--- src/rtl/core/egsd_pkg.sv ---
// Shared types, codes and coded-block-pattern tables for the exp-Golomb decoder.
// No dependencies; every other file of the decoder refers to this package.
package egsd_pkg;

	localparam int WindowWidth   = 64;
	localparam int ValueWidth    = 33;
	localparam int LenWidth      = 6;
	localparam int CodeNumWidth  = 32;
	localparam int ZerosWidth    = 5;
	localparam int SmallTableSize = 16;
	localparam int LargeTableSize = 48;

	// Decode modes
	typedef enum logic [1:0] {
		FUNC_UE = 2'd0,
		FUNC_SE = 2'd1,
		FUNC_TE = 2'd2,
		FUNC_ME = 2'd3
	} func_t;

	// Chroma array types that select the small table
	localparam logic [1:0] ChromaMono = 2'd0;
	localparam logic [1:0] Chroma444  = 2'd3;

	// me table columns
	localparam logic ColIntra = 1'b0;

	// Leading-zero count and code number of one exp-Golomb code
	typedef struct packed {
		logic [CodeNumWidth-1:0] code_num;
		logic [ZerosWidth-1:0]   zeros;
		logic                    overflow;
	} code_t;

	// One decoded syntax element
	typedef struct packed {
		logic signed [ValueWidth-1:0] value;
		logic [LenWidth-1:0]          bits_used;
		logic                         code_error;
	} res_t;

	// Coded-block-pattern table, chroma format 1 or 2
	localparam logic [5:0] CbpLargeIntra [LargeTableSize] = '{
		6'd47, 6'd31, 6'd15, 6'd0,  6'd23, 6'd27, 6'd29, 6'd30,
		6'd7,  6'd11, 6'd13, 6'd14, 6'd39, 6'd43, 6'd45, 6'd46,
		6'd16, 6'd3,  6'd5,  6'd10, 6'd12, 6'd19, 6'd21, 6'd26,
		6'd28, 6'd35, 6'd37, 6'd42, 6'd44, 6'd1,  6'd2,  6'd4,
		6'd8,  6'd17, 6'd18, 6'd20, 6'd24, 6'd6,  6'd9,  6'd22,
		6'd25, 6'd32, 6'd33, 6'd34, 6'd36, 6'd40, 6'd38, 6'd41
	};
	localparam logic [5:0] CbpLargeInter [LargeTableSize] = '{
		6'd0,  6'd16, 6'd1,  6'd2,  6'd4,  6'd8,  6'd32, 6'd3,
		6'd5,  6'd10, 6'd12, 6'd15, 6'd47, 6'd7,  6'd11, 6'd13,
		6'd14, 6'd6,  6'd9,  6'd31, 6'd35, 6'd37, 6'd42, 6'd44,
		6'd33, 6'd34, 6'd36, 6'd40, 6'd39, 6'd43, 6'd45, 6'd46,
		6'd17, 6'd18, 6'd20, 6'd24, 6'd19, 6'd21, 6'd26, 6'd28,
		6'd23, 6'd27, 6'd29, 6'd30, 6'd22, 6'd25, 6'd38, 6'd41
	};

	// Coded-block-pattern table, chroma format 0 or 3
	localparam logic [3:0] CbpSmallIntra [SmallTableSize] = '{
		4'd15, 4'd0, 4'd7, 4'd11, 4'd13, 4'd14, 4'd3, 4'd5,
		4'd10, 4'd12, 4'd1, 4'd2, 4'd4, 4'd8, 4'd6, 4'd9
	};
	localparam logic [3:0] CbpSmallInter [SmallTableSize] = '{
		4'd0, 4'd1, 4'd2, 4'd4, 4'd8, 4'd3, 4'd5, 4'd10,
		4'd12, 4'd15, 4'd7, 4'd11, 4'd13, 4'd14, 4'd6, 4'd9
	};

endpackage

--- src/rtl/core/egsd_in_if.sv ---
// Input channel of the exp-Golomb decoder: valid/ready plus one request beat.
// Depends on egsd_pkg for field widths.
interface egsd_in_if;
	logic                                valid;
	logic                                ready;
	logic [1:0]                          func;
	logic [egsd_pkg::WindowWidth-1:0]    bit_window;
	logic [5:0]                          te_range;
	logic [1:0]                          chroma_format;
	logic                                inter_column;

	modport source (output valid, func, bit_window, te_range, chroma_format,
		inter_column, input ready);
	modport sink (input valid, func, bit_window, te_range, chroma_format,
		inter_column, output ready);
endinterface

--- src/rtl/core/egsd_out_if.sv ---
// Output channel of the exp-Golomb decoder: valid/ready plus one result beat.
// Depends on egsd_pkg for field widths.
interface egsd_out_if;
	logic                                       valid;
	logic                                       ready;
	logic signed [egsd_pkg::ValueWidth-1:0]     value;
	logic [egsd_pkg::LenWidth-1:0]              bits_used;
	logic                                       code_error;

	modport source (output valid, value, bits_used, code_error, input ready);
	modport sink (input valid, value, bits_used, code_error, output ready);
endinterface

--- src/rtl/core/egsd_codenum.sv ---
// Leading-zero count and code-number extraction for one exp-Golomb code.
// Depends on egsd_pkg (code_t, widths).
module egsd_codenum (
	input  logic [egsd_pkg::WindowWidth-1:0] bit_window,
	output egsd_pkg::code_t                  code
);

	logic [31:0]                          top;
	logic [31:0]                          x1, x2, x3, x4;
	logic [egsd_pkg::ZerosWidth-1:0]      lz;
	logic [5:0]                           shamt;
	logic [egsd_pkg::WindowWidth-1:0]     code_wide;

	assign top = bit_window[63:32];

	// Count leading zeros of the upper half in five halving steps
	always_comb begin
		lz[4] = (top[31:16] == 16'd0);
		x1    = lz[4] ? {top[15:0], 16'd0} : top;
		lz[3] = (x1[31:24] == 8'd0);
		x2    = lz[3] ? {x1[23:0], 8'd0} : x1;
		lz[2] = (x2[31:28] == 4'd0);
		x3    = lz[2] ? {x2[27:0], 4'd0} : x2;
		lz[1] = (x3[31:30] == 2'd0);
		x4    = lz[1] ? {x3[29:0], 2'd0} : x3;
		lz[0] = ~x4[31];
	end

	// Right-align the 2L+1 bit code: shift by 63 - 2L
	assign shamt     = ~{lz, 1'b0};
	assign code_wide = bit_window >> shamt;

	assign code.code_num = code_wide[egsd_pkg::CodeNumWidth-1:0] - 32'd1;
	assign code.zeros    = lz;
	assign code.overflow = (top == 32'd0);

endmodule

--- src/rtl/core/egsd_map.sv ---
// Maps a code number to the syntax element value by decode mode (ue/se/te/me).
// Depends on egsd_pkg (code_t, res_t, func_t, coded-block-pattern tables).
module egsd_map (
	input  logic [1:0]      func,
	input  logic [5:0]      te_range,
	input  logic [1:0]      chroma_format,
	input  logic            inter_column,
	input  logic            first_bit,
	input  egsd_pkg::code_t code,
	output egsd_pkg::res_t  res
);

	logic [egsd_pkg::ValueWidth-1:0] half;
	logic [egsd_pkg::ValueWidth-1:0] se_val;
	logic                            small_tab;
	logic                            small_hit;
	logic                            large_hit;
	logic [5:0]                      large_idx;
	logic [3:0]                      small_idx;
	logic [5:0]                      me_val;
	logic [egsd_pkg::LenWidth-1:0]   code_len;

	assign code_len = {code.zeros, 1'b1};

	// Signed mapping: odd k gives (k+1)/2, even k gives -(k/2)
	assign half   = {2'b00, code.code_num[31:1]};
	assign se_val = code.code_num[0] ? (half + 33'd1) : (33'd0 - half);

	// Table selection and range check
	assign small_tab = (chroma_format == egsd_pkg::ChromaMono)
		|| (chroma_format == egsd_pkg::Chroma444);
	assign small_hit = (code.code_num[31:4] == 28'd0);
	assign large_hit = (code.code_num[31:6] == 26'd0) && (code.code_num[5:4] != 2'b11);
	assign small_idx = code.code_num[3:0];
	assign large_idx = code.code_num[5:0];

	always_comb begin
		if (small_tab) begin
			me_val = {2'b00, (inter_column == egsd_pkg::ColIntra)
				? egsd_pkg::CbpSmallIntra[small_idx] : egsd_pkg::CbpSmallInter[small_idx]};
		end else begin
			me_val = (inter_column == egsd_pkg::ColIntra)
				? egsd_pkg::CbpLargeIntra[large_idx] : egsd_pkg::CbpLargeInter[large_idx];
		end
	end

	// Select the value by mode; the one-bit te path ignores the code entirely
	always_comb begin
		res.value      = '0;
		res.bits_used  = code_len;
		res.code_error = 1'b0;
		if ((func == egsd_pkg::FUNC_TE) && (te_range <= 6'd1)) begin
			res.value     = {32'd0, ~first_bit};
			res.bits_used = 6'd1;
		end else if (code.overflow) begin
			res.bits_used  = '0;
			res.code_error = 1'b1;
		end else begin
			case (egsd_pkg::func_t'(func))
				egsd_pkg::FUNC_SE: res.value = se_val;
				egsd_pkg::FUNC_ME: begin
					if ((small_tab && small_hit) || (!small_tab && large_hit)) begin
						res.value = {27'd0, me_val};
					end else begin
						res.code_error = 1'b1;
					end
				end
				default: res.value = {1'b0, code.code_num};
			endcase
		end
	end

endmodule

--- src/rtl/core/exp_golomb_syntax_decoder.sv ---
// Exp-Golomb (ue/se/te/me) syntax element decoder, top level.
// Throughput one beat per cycle while the sink is ready; the result beat is registered.
// The single compute stage (leading-zero count, 64-bit code shift, decrement, mode map)
// sets the clock period; an input register and a result register bound it.
// Reset (arst_n low, asynchronous) empties both stages; payload registers are not reset.
// Depends on egsd_pkg, egsd_in_if, egsd_out_if, egsd_codenum and egsd_map.
module exp_golomb_syntax_decoder (
	input logic         clk,
	input logic         arst_n,
	egsd_in_if.sink     req,
	egsd_out_if.source  rsp
);

	logic                             v_s1;
	logic [1:0]                       func_s1;
	logic [egsd_pkg::WindowWidth-1:0] win_s1;
	logic [5:0]                       te_range_s1;
	logic [1:0]                       chroma_s1;
	logic                             inter_s1;
	logic                             out_v_q;
	egsd_pkg::res_t                   res_q;
	egsd_pkg::code_t                  code;
	egsd_pkg::res_t                   res_d;
	logic                             adv_out;

	// Flow control: the result register frees when empty or taken
	assign adv_out   = !out_v_q || rsp.ready;
	assign req.ready = !v_s1 || adv_out;

	always_ff @(posedge clk or negedge arst_n) begin
		if (!arst_n) begin
			v_s1    <= 1'b0;
			out_v_q <= 1'b0;
		end else begin
			if (req.ready) begin
				v_s1 <= req.valid;
			end
			if (adv_out) begin
				out_v_q <= v_s1;
			end
		end
	end

	// Capture the request beat
	always_ff @(posedge clk) begin
		if (req.valid && req.ready) begin
			func_s1     <= req.func;
			win_s1      <= req.bit_window;
			te_range_s1 <= req.te_range;
			chroma_s1   <= req.chroma_format;
			inter_s1    <= req.inter_column;
		end
	end

	egsd_codenum u_codenum (
		.bit_window (win_s1),
		.code       (code)
	);

	egsd_map u_map (
		.func          (func_s1),
		.te_range      (te_range_s1),
		.chroma_format (chroma_s1),
		.inter_column  (inter_s1),
		.first_bit     (win_s1[egsd_pkg::WindowWidth-1]),
		.code          (code),
		.res           (res_d)
	);

	// Hold the result until the sink takes it
	always_ff @(posedge clk) begin
		if (adv_out && v_s1) begin
			res_q <= res_d;
		end
	end

	assign rsp.valid      = out_v_q;
	assign rsp.value      = res_q.value;
	assign rsp.bits_used  = res_q.bits_used;
	assign rsp.code_error = res_q.code_error;

`ifndef SYNTH
	a_err_zero_value: assert property (@(posedge clk) disable iff (!arst_n)
		rsp.valid && rsp.code_error |-> rsp.value == '0)
		else $error("errored result carries a non-zero value");

	a_odd_length: assert property (@(posedge clk) disable iff (!arst_n)
		rsp.valid && !rsp.code_error |-> rsp.bits_used[0])
		else $error("good code with an even length");

	a_negative_ok: assert property (@(posedge clk) disable iff (!arst_n)
		rsp.valid && rsp.value[egsd_pkg::ValueWidth-1] |->
			!rsp.code_error && rsp.bits_used != 6'd1)
		else $error("negative value on an error or one-bit code");

	a_stage_fill: assert property (@(posedge clk) disable iff (!arst_n)
		req.valid && req.ready |=> v_s1)
		else $error("accepted beat lost from the input stage");

	a_stage_drain: assert property (@(posedge clk) disable iff (!arst_n)
		v_s1 && adv_out |=> out_v_q)
		else $error("input stage advanced without filling the result register");
`endif

endmodule

--- src/flat_wrapper.sv ---
// flat-port wrapper written by rule: the top's interface ports become plain ports
module exp_golomb_syntax_decoder_flat 
  (clk, arst_n, req_valid, req_func, req_bit_window, req_te_range, req_chroma_format, req_inter_column, req_ready, rsp_valid, rsp_value, rsp_bits_used, rsp_code_error, rsp_ready);
  egsd_in_if req_i ();
  egsd_out_if rsp_i ();
  input logic clk;
  input logic arst_n;
  input wire logic [$bits(req_i.valid)-1:0] req_valid;
  input wire logic [$bits(req_i.func)-1:0] req_func;
  input wire logic [$bits(req_i.bit_window)-1:0] req_bit_window;
  input wire logic [$bits(req_i.te_range)-1:0] req_te_range;
  input wire logic [$bits(req_i.chroma_format)-1:0] req_chroma_format;
  input wire logic [$bits(req_i.inter_column)-1:0] req_inter_column;
  output wire logic [$bits(req_i.ready)-1:0] req_ready;
  output wire logic [$bits(rsp_i.valid)-1:0] rsp_valid;
  output wire logic [$bits(rsp_i.value)-1:0] rsp_value;
  output wire logic [$bits(rsp_i.bits_used)-1:0] rsp_bits_used;
  output wire logic [$bits(rsp_i.code_error)-1:0] rsp_code_error;
  input wire logic [$bits(rsp_i.ready)-1:0] rsp_ready;
  assign req_i.valid = req_valid;
  assign req_i.func = req_func;
  assign req_i.bit_window = req_bit_window;
  assign req_i.te_range = req_te_range;
  assign req_i.chroma_format = req_chroma_format;
  assign req_i.inter_column = req_inter_column;
  assign req_ready = req_i.ready;
  assign rsp_valid = rsp_i.valid;
  assign rsp_value = rsp_i.value;
  assign rsp_bits_used = rsp_i.bits_used;
  assign rsp_code_error = rsp_i.code_error;
  assign rsp_i.ready = rsp_ready;
  exp_golomb_syntax_decoder u_core (.clk(clk), .arst_n(arst_n), .req(req_i), .rsp(rsp_i));
endmodule
--- config.mk ---
export PLATFORM = sky130hd
export DESIGN_NAME = exp_golomb_syntax_decoder_flat
export DESIGN_NICKNAME = d
export VERILOG_FILES = /design/src/rtl/core/egsd_pkg.sv /design/src/rtl/core/egsd_in_if.sv /design/src/rtl/core/egsd_out_if.sv /design/src/rtl/core/egsd_codenum.sv /design/src/rtl/core/egsd_map.sv /design/src/rtl/core/exp_golomb_syntax_decoder.sv /design/src/flat_wrapper.sv
export SDC_FILE = /design/constraint.sdc
export NUM_CORES = 1
export LEC_CHECK = 0
export ABC_CLOCK_PERIOD_IN_PS = 18300
export BUFFER_PORTS_ARGS = -buffer_cell sky130_fd_sc_hd__buf_2
export CAP_MARGIN = 20
export CORE_MARGIN = 10
export CORE_UTILIZATION = 55
export DETAILED_ROUTE_END_ITERATION = 7
export PLACE_DENSITY = 0.82
export SLEW_MARGIN = 20
export SYNTH_ARGS = -nofsm -noshare
export SYNTH_HDL_FRONTEND = slang
export SYNTH_HIERARCHICAL = 1
export SYNTH_SLANG_ARGS = --single-unit
--- constraint.sdc ---
create_clock -name clk -period 18.3 [get_ports clk]
set_input_delay 1.83 -clock clk [delete_from_list [all_inputs] [get_ports clk]]
set_output_delay 1.83 -clock clk [all_outputs]
set_load 0.05 [all_outputs]
==> results of run 1 <==
critical path, stage by stage, from the launching register on:
cell       delay (ns)
edfxtp_1         0.69
or4_4            0.69
nor4_4           0.42
nand2_1          0.33
inv_2            0.41
a21oi_1          0.12
o31ai_1          0.28
nand2_1          0.09
buf_4            0.26
nand2_4          0.55
inv_4            0.43
a2111oi_0        0.48
o22ai_1          0.19
a311oi_4         0.28
buf_4            0.52
ha_1             0.32
and3_1           0.37
nand4_2          0.21
nor4_2           0.33
xor2_1           0.25
nor4_4           0.55
nand4b_1         0.19
and4b_1          0.37
a21boi_4         0.30
a31oi_1          0.14
a2111oi_1        0.38
power by group:
part / total [W] / switching, W / internal (W)
clock: 0.000373 / 0.000130 / 0.000243
combinational: 0.000364 / 0.000245 / 0.000119
sequential: 0.000341 / 0.0000230 / 0.000318
metrics by stage:
stage          std cells  area, µm²  hold slack, ns
3_5_place_dp        1573      11500           0.539
2_1_floorplan       1290      11000           0.511
3_3_place_gp        1573      11500           0.531
6_report            1605      12200           0.549
4_1_cts             1605      12200           0.554
5_1_grt             1605      12200           0.573
metal layers:
layer,share of wire,wire length (µm),global-route usage,up-vias
li1,-,-,-,5073
met1,0.38,14300,0.348,5213
met2,0.44,16300,0.409,880
met3,0.13,4900,0.0808,148
met4,0.049,1820,0.138,0
met5,0,0,0,-
worst max path at each step:
stage / cells after the start / startpoint / end / slack [ns]
after global placement: 25 / u_core/win_s1[63]$_DFFE_PP_ / u_core/rsp.value[30]$_DFFE_PP_ / 9.23
after detailed placement: 25 / u_core/win_s1[63]$_DFFE_PP_ / u_core/rsp.value[1]$_DFFE_PP_ / 9.21
after floorplan: 30 / u_core/win_s1[56]$_DFFE_PP_ / u_core/rsp.value[30]$_DFFE_PP_ / 11.18
final: 25 / u_core/win_s1[63]$_DFFE_PP_ / u_core/rsp.value[4]$_DFFE_PP_ / 8.84
after CTS: 25 / u_core/win_s1[63]$_DFFE_PP_ / u_core/rsp.value[1]$_DFFE_PP_ / 9.17
after global routing: 24 / u_core/win_s1[55]$_DFFE_PP_ / u_core/rsp.value[30]$_DFFE_PP_ / 8.47
layout make-up:
class,count,area (µm²),share of cell area
Multi-Input combinational cell,1022,6880,0.565
Sequential cell,115,3440,0.283
Timing Repair Buffer,137,733,0.0602
Clock buffer,17,425,0.0350
Tap cell,265,332,0.0272
Clock inverter,15,226,0.0186
Inverter,34,133,0.0109
state kept, by name, indices dropped and copies added (netlist names):
register	flops
u_core/win_s1	63
u_core/rsp.bits_used	6
u_core/rsp.value	33
u_core/v_s1	1
u_core/te_range_s1	5
u_core/inter_s1	1
u_core/func_s1	2
u_core/rsp.code_error	1
u_core/chroma_s1	2
u_core/rsp.valid	1
==> results.cfg, run 1 <==
[logic_synthesis]
syn_nets = 1382
syn-cell-area_um2 = 11000
synthCells = 1290
ys_warn_count = 6
syn-mean-instance-area_um2 = 8.54

[timing]
min_period_ns = 9.46
finalWorstSetupSlack_ns = 8.84
tightest_slew_ns = 1.17
rsz0062_at_grt = false
setup_viol = 0
finalHoldViolCount = 0
slew_headroom = 0.208
timing.fmax_mhz = 106
post-route-period-util = 0.517
slew_viol_final = 0
setup_tns_ns = 0
fin_skew_ns = 0.00929

[worst_setup_path]
crit_path_start_kind = flop
crit_arrival_ns = 9.65
rrSetupSlack_ns = 8.84
reg2regPathDepth = 25
required_ns = 18.49
reg2reg_from = u_core/win_s1[63]$_DFFE_PP_
worstPathMaxFanout = 56
path_class = flop to flop
cp-end-kind = flop
r2r_end = u_core/rsp.value[4]$_DFFE_PP_

[status]
status = complete, no violations

[min_path]
hold_depth = 1
hold_path_end = u_core/rsp.valid$_DFFE_PN0P_
hp-start = u_core/v_s1$_DFFE_PN0P_
hold_class = flop to flop

[grt]
antenna_found_initial = 0
grt_pass1_wl_um = 57700
grt_max_degree = 74
overflow = 0
grtUsageTotal = 0.272
grt_pass1_vias = 10300

[placed_design]
dp_hpwl_um = 25800
place_congestion = 1.02
place_ws_ns = 9.21
portBuffers = 118

[final_layout]
syn_to_final_growth_pct = 10.5
nNetsFinal = 1419
post-route-util = 0.621
layout_common_cells = 126 x nand2_1, 118 x buf_2, 113 x edfxtp_1
layout.cells.most_common = nand2_1
diodes = 0
fillers = 1679
final_layout_size_suffix_gt1_frac = 0.177

[routing]
firstDrtPassIters = 7
drc = 0
vias_per_cell = 7.05
wire_per_inst_um = 23.2
final_antenna_net_count = 0
num_vias = 11300
finalWirelength_um = 37300
drt_iter0_drc = 1782

[clocking]
post_cts_buffers = 0
worstSkewPairLatency_ns = 0.43
cts_buffer_depth = 2
clk_root_buffer_cell = clkbuf_16
ctsResizeCount = 0
cts_max_level = 4
ctsHoldBuffers = 0
cts_buffers = 17
cts.clk_slew.worst_paths_ns = 0.06
cts_sinks = 115
cts_tree = built

[floorplanning]
dieWidth_um = 161
rows = 51
die_y_um = 161
fp.coreArea_um2 = 19600
io_pins = 121
start_util = 0.562
die-area_um2 = 26100

[power_and_ir_drop]
leakage_nw = 4.46
powerDensity_nw_per_um2 = 88.6
p_total_w = 0.00108
ir_drop_mv = 0.0660

[flow_run]
cap_violations = 0
(Power assumes the default switching activity.)
==> run 2, diff against run 1 <==
Settings changed: ABC_CLOCK_PERIOD_IN_PS 18300 to 9840.
Clock period 18.3 ns to 9.84 ns, I/O delays scaled along.
==> run 2 against run 1 <==
Cell area increased by 1.2%. Maximum frequency grew 11%. First-iteration DRC count decreased by 6.1%. Critical path depth is 3 lower. Count of clock-buffer cells in the layout unchanged. Total power grew 86%. Worst setup slack got worse by 7.5 ns. Via count grew 2.5%. Wire length rose by 3.0%. Die area did not move. Hold slack worse by 0.21 ns. Utilization rose by 0.76 points. Critical path type unchanged. Highest routed layer unchanged.
==> results.cfg, run 2 (same netlist as run 1, synthesis figures left out) <==
[timing]
slew_viol_final = 0
slew_headroom = 0.194
tightest_slew_ns = 1.19
finalHoldViolCount = 0
timing.fmax_mhz = 117
hold_ws_ns = 0.336
rsz0062_at_grt = false
setup_viol = 0
fin_skew_ns = 0.0130
setup_tns_ns = 0
min_period_ns = 8.53
post-route-period-util = 0.867
finalWorstSetupSlack_ns = 1.31

[worst_setup_path]
reg2regPathDepth = 22
path_class = flop to flop
rrSetupSlack_ns = 1.31
crit_path_start_kind = flop
cp-end-kind = flop
worstPathMaxFanout = 18
max_stage_delay_ns = 0.79
cp_cell_sequence = or4_1, o21a_1, o21ai_1, o311ai_0, and2_1, buf_4, a32o_1, or3_1, mux2i_1, o22ai_1, a311oi_4, ha_1, and3_1, nand2_2, nor3_1, xnor2_1, nand4_1, or4_1, o41ai_1, a21oi_1, xor2_1, o21ai_1
crit_arrival_ns = 8.68
required_ns = 9.99
crit_slowest_cell = or4_1

[floorplanning]
die_y_um = 161
rows = 51
start_util = 0.562
die-area_um2 = 26100
io_pins = 121
dieWidth_um = 161
fp.coreArea_um2 = 19600

[clocking]
cts_tree = built
clk_root_buffer_cell = clkbuf_16
cts_max_level = 4
post_cts_buffers = 0
ctsHoldBuffers = 0
cts_sinks = 115
cts.clk_slew.worst_paths_ns = 0.06
ctsResizeCount = 0
cts_buffer_depth = 2
cts_buffers = 17
worstSkewPairLatency_ns = 0.43

[power_and_ir_drop]
powerDensity_nw_per_um2 = 162
ir_drop_mv = 0.115
leakage_nw = 4.55

[final_layout]
layout.cells.most_common = nand2_1
final_layout_size_suffix_gt1_frac = 0.190
nNetsFinal = 1440
fillers = 1681
syn_to_final_growth_pct = 11.9
largest_reg_flops = 63
diodes = 0
multi_input_area_um2 = 6880
top_register = u_core/win_s1
layout_common_cells = 126 x nand2_1, 118 x buf_2, 113 x edfxtp_1
regArea_um2 = 3440

[routing]
finalWirelength_um = 38400
vias_per_cell = 7.13
final_antenna_net_count = 0
firstDrtPassIters = 7
drc = 0
drt_iter0_drc = 1673
num_vias = 11600
wire_per_inst_um = 23.6

[grt]
grt_pass1_vias = 10900
overflow = 0
grtUsageTotal = 0.283
antenna_found_initial = 0
grt_pass1_wl_um = 60100
grt_max_degree = 74

[placed_design]
place_ws_ns = 1.68
portBuffers = 118
place_congestion = 1.04
dp_hpwl_um = 27200

[status]
status = complete, no violations

[flow_run]
cap_violations = 0

[min_path]
hold_class = input pin to async pin
## run 2: final timing paths
path	start	end
worst min register to register	u_core/v_s1$_DFFE_PN0P_	u_core/rsp.valid$_DFFE_PN0P_
max in group asynchronous	arst_n	u_core/rsp.valid$_DFFE_PN0P_
worst min-delay path	arst_n	u_core/v_s1$_DFFE_PN0P_
worst max register to register	u_core/win_s1[56]$_DFFE_PP_	u_core/rsp.value[28]$_DFFE_PP_
min in group clk	u_core/v_s1$_DFFE_PN0P_	u_core/rsp.valid$_DFFE_PN0P_
worst max-delay path	u_core/win_s1[56]$_DFFE_PP_	u_core/rsp.value[28]$_DFFE_PP_
## run 2: final cells by class
cell class / instances / share of cell area
clock buffer: 17 / 0.0345
clock inverter: 15 / 0.0164
inverter: 34 / 0.0108
multi-input combinational: 1022 / 0.559
sequential: 115 / 0.279
tap: 265 / 0.0269
timing repair buffer: 158 / 0.0733
## run 2: critical path: cells and delay by family (launching register included)
family / cells / cell delay, ns
buffers and inverters: 1 / 0.27
xor gates and xnor gates: 2 / 0.49
and+or+nand+nor: 8 / 3.49
DFF: 1 / 0.54
adders and majority gates: 1 / 0.28
AOI/OAI and AO/OA: 9 / 2.80
muxes: 1 / 0.34
## run 2: routing by layer
| metal | routed length (µm) | GRT usage |
|---|---|---|
| met2 | 16800 | 0.427 |
| met5 | 0 | 0 |
| met4 | 2060 | 0.156 |
| met1 | 14500 | 0.359 |
| met3 | 5000 | 0.0803 |
## run 2: power breakdown
group,internal (W),switching (W),total [W]
Combinational,0.000233,0.000464,0.000696
Sequential,0.000591,0.0000434,0.000634
Clock,0.000426,0.000243,0.000669
## run 2: through the flow
step	power [W]	std cells	utilization	area, µm²
after floorplan	0.00115	1290	-	11000
final	0.00200	1626	0.629	12300
after global placement	0.00131	1594	0.596	11700
after global routing	0.00209	1626	0.629	12300
after CTS	0.00198	1626	0.628	12300
after detailed placement	0.00131	1594	0.596	11700
==> run 3, diff against run 2 <==
Settings changed: PLACE_DENSITY 0.82 to 0.79.
==> run 3 against run 2 <==
Utilization decreased by 0.22 points. Count of clock-buffer cells in the layout unchanged. Critical path type unchanged. Total power decreased by 1.3%. First-iteration DRC count increased by 8.4%. Sequential share of layout area increased by 0.10 points. Clock power decreased by 3.4%. Sequential power about the same. Combinational power about the same.
==> results.cfg, run 3 (same netlist as run 1, synthesis figures left out) <==
[status]
status = complete, no violations

[timing]
setup_tns_ns = 0
min_period_ns = 8.86
post-route-period-util = 0.901
slew_viol_final = 0
tightest_slew_ns = 1.33
timing.fmax_mhz = 113
setup_viol = 0
fin_skew_ns = 0.0128
rsz0062_at_grt = false
slew_headroom = 0.105
finalHoldViolCount = 0

[final_layout]
top_register = u_core/win_s1
layout.cells.most_common = nand2_1
nNetsFinal = 1438
syn_to_final_growth_pct = 11.5
final_layout_size_suffix_gt1_frac = 0.188
largest_reg_flops = 63
diodes = 0
layout_common_cells = 126 x nand2_1, 118 x buf_2, 113 x edfxtp_1
post-route-util = 0.627

[grt]
use_met3 = 0.0783
grt_pass1_wl_um = 59800
use_met1 = 0.360
grt_pass1_vias = 10800
antenna_found_initial = 0
grt_max_degree = 74
overflow = 0
met2_usage = 0.424
top_usage_layer = met2
grtUsageTotal = 0.281

[routing]
wire_per_inst_um = 23.6
drc = 0
firstDrtPassIters = 7
finalWirelength_um = 38400
vias_per_cell = 7.12
final_antenna_net_count = 0
num_vias = 11600
drt_iter0_drc = 1814

[worst_setup_path]
worstPathMaxFanout = 27
crit_arrival_ns = 9.02
cp-end-kind = flop
reg2reg_from = u_core/win_s1[56]$_DFFE_PP_
crit_start = u_core/win_s1[56]$_DFFE_PP_
path_class = flop to flop
reg2regPathDepth = 19
crit_path_start_kind = flop
required_ns = 10.00

[floorplanning]
fp.coreArea_um2 = 19600
dieWidth_um = 161
die-area_um2 = 26100
io_pins = 121
rows = 51
start_util = 0.562
die_y_um = 161

[clocking]
ctsResizeCount = 0
cts_buffer_depth = 2
cts_buffers = 17
post_cts_buffers = 0
worstSkewPairLatency_ns = 0.43
cts_sinks = 115
clk_root_buffer_cell = clkbuf_16
cts_max_level = 4
cts_tree = built
ctsHoldBuffers = 0
cts.clk_slew.worst_paths_ns = 0.06

[power_and_ir_drop]
powerDensity_nw_per_um2 = 161
leakage_nw = 4.52
p_total_w = 0.00197
ir_drop_mv = 0.120

[flow_run]
cap_violations = 0

[placed_design]
dp_hpwl_um = 26900
place_congestion = 1.03
portBuffers = 118

[min_path]
hold_class = input pin to async pin
## run 3: cell type report
class / count / area (µm²)
fillers: 1698 / 7310
multi-input cells: 1022 / 6880
flip-flops and latches: 115 / 3440
repair buffers: 156 / 888
clock buffers: 17 / 425
well taps: 265 / 332
clock inverters: 15 / 179
inverters: 34 / 133
## run 3: per-layer routing
| layer | wire [µm] | share of wire |
|---|---|---|
| met1 | 14700 | 0.38 |
| met2 | 16400 | 0.43 |
| met3 | 5080 | 0.13 |
| met4 | 2220 | 0.058 |
| met5 | 0 | 0 |
## run 3: path summary, 6_finish.rpt
check / to / slack [ns]
max: u_core/rsp.value[30]$_DFFE_PP_ / 0.98
min reg2reg: u_core/rsp.valid$_DFFE_PN0P_ / 0.55
min in group clk: u_core/rsp.valid$_DFFE_PN0P_ / 0.55
max in group asynchronous: u_core/v_s1$_DFFE_PN0P_ / 9.42
max reg2reg: u_core/rsp.value[30]$_DFFE_PP_ / 0.98
min: u_core/rsp.valid$_DFFE_PN0P_ / 0.33
## run 3: power by group
part	internal (W)	total (W)	switching [W]
Combinational	0.000232	0.000693	0.000461
Sequential	0.000591	0.000634	0.0000434
Clock	0.000400	0.000646	0.000246
Total	0.00122	0.00197	0.000750
## run 3: critical path, cell delays in order (launching register included)
cell      delay [ns]
edfxtp_1        0.53
or4_1           0.78
nor3_1          0.28
o21ai_1         0.31
o311ai_0        1.19
and2_1          1.00
a22oi_1         0.22
nand3_1         0.22
or3_1           0.13
nand4_1         0.24
a211oi_1        0.68
nand4b_1        0.33
nor2_1          0.11
xnor2_1         0.64
nand4_1         0.33
or4_1           0.77
o41ai_1         0.41
o41ai_1         0.16
xnor2_1         0.18
o21ai_1         0.07
## run 3: per-stage QoR
stage	setup WS, ns	hold WS (ns)	area, µm²	cells
floorplan	2.72	0.511	11000	1290
global placement	1.59	0.536	11700	1591
detailed placement	1.57	0.545	11700	1591
CTS	1.51	0.325	12300	1623
global route	0.724	0.313	12300	1624
finish	0.977	0.328	12300	1624
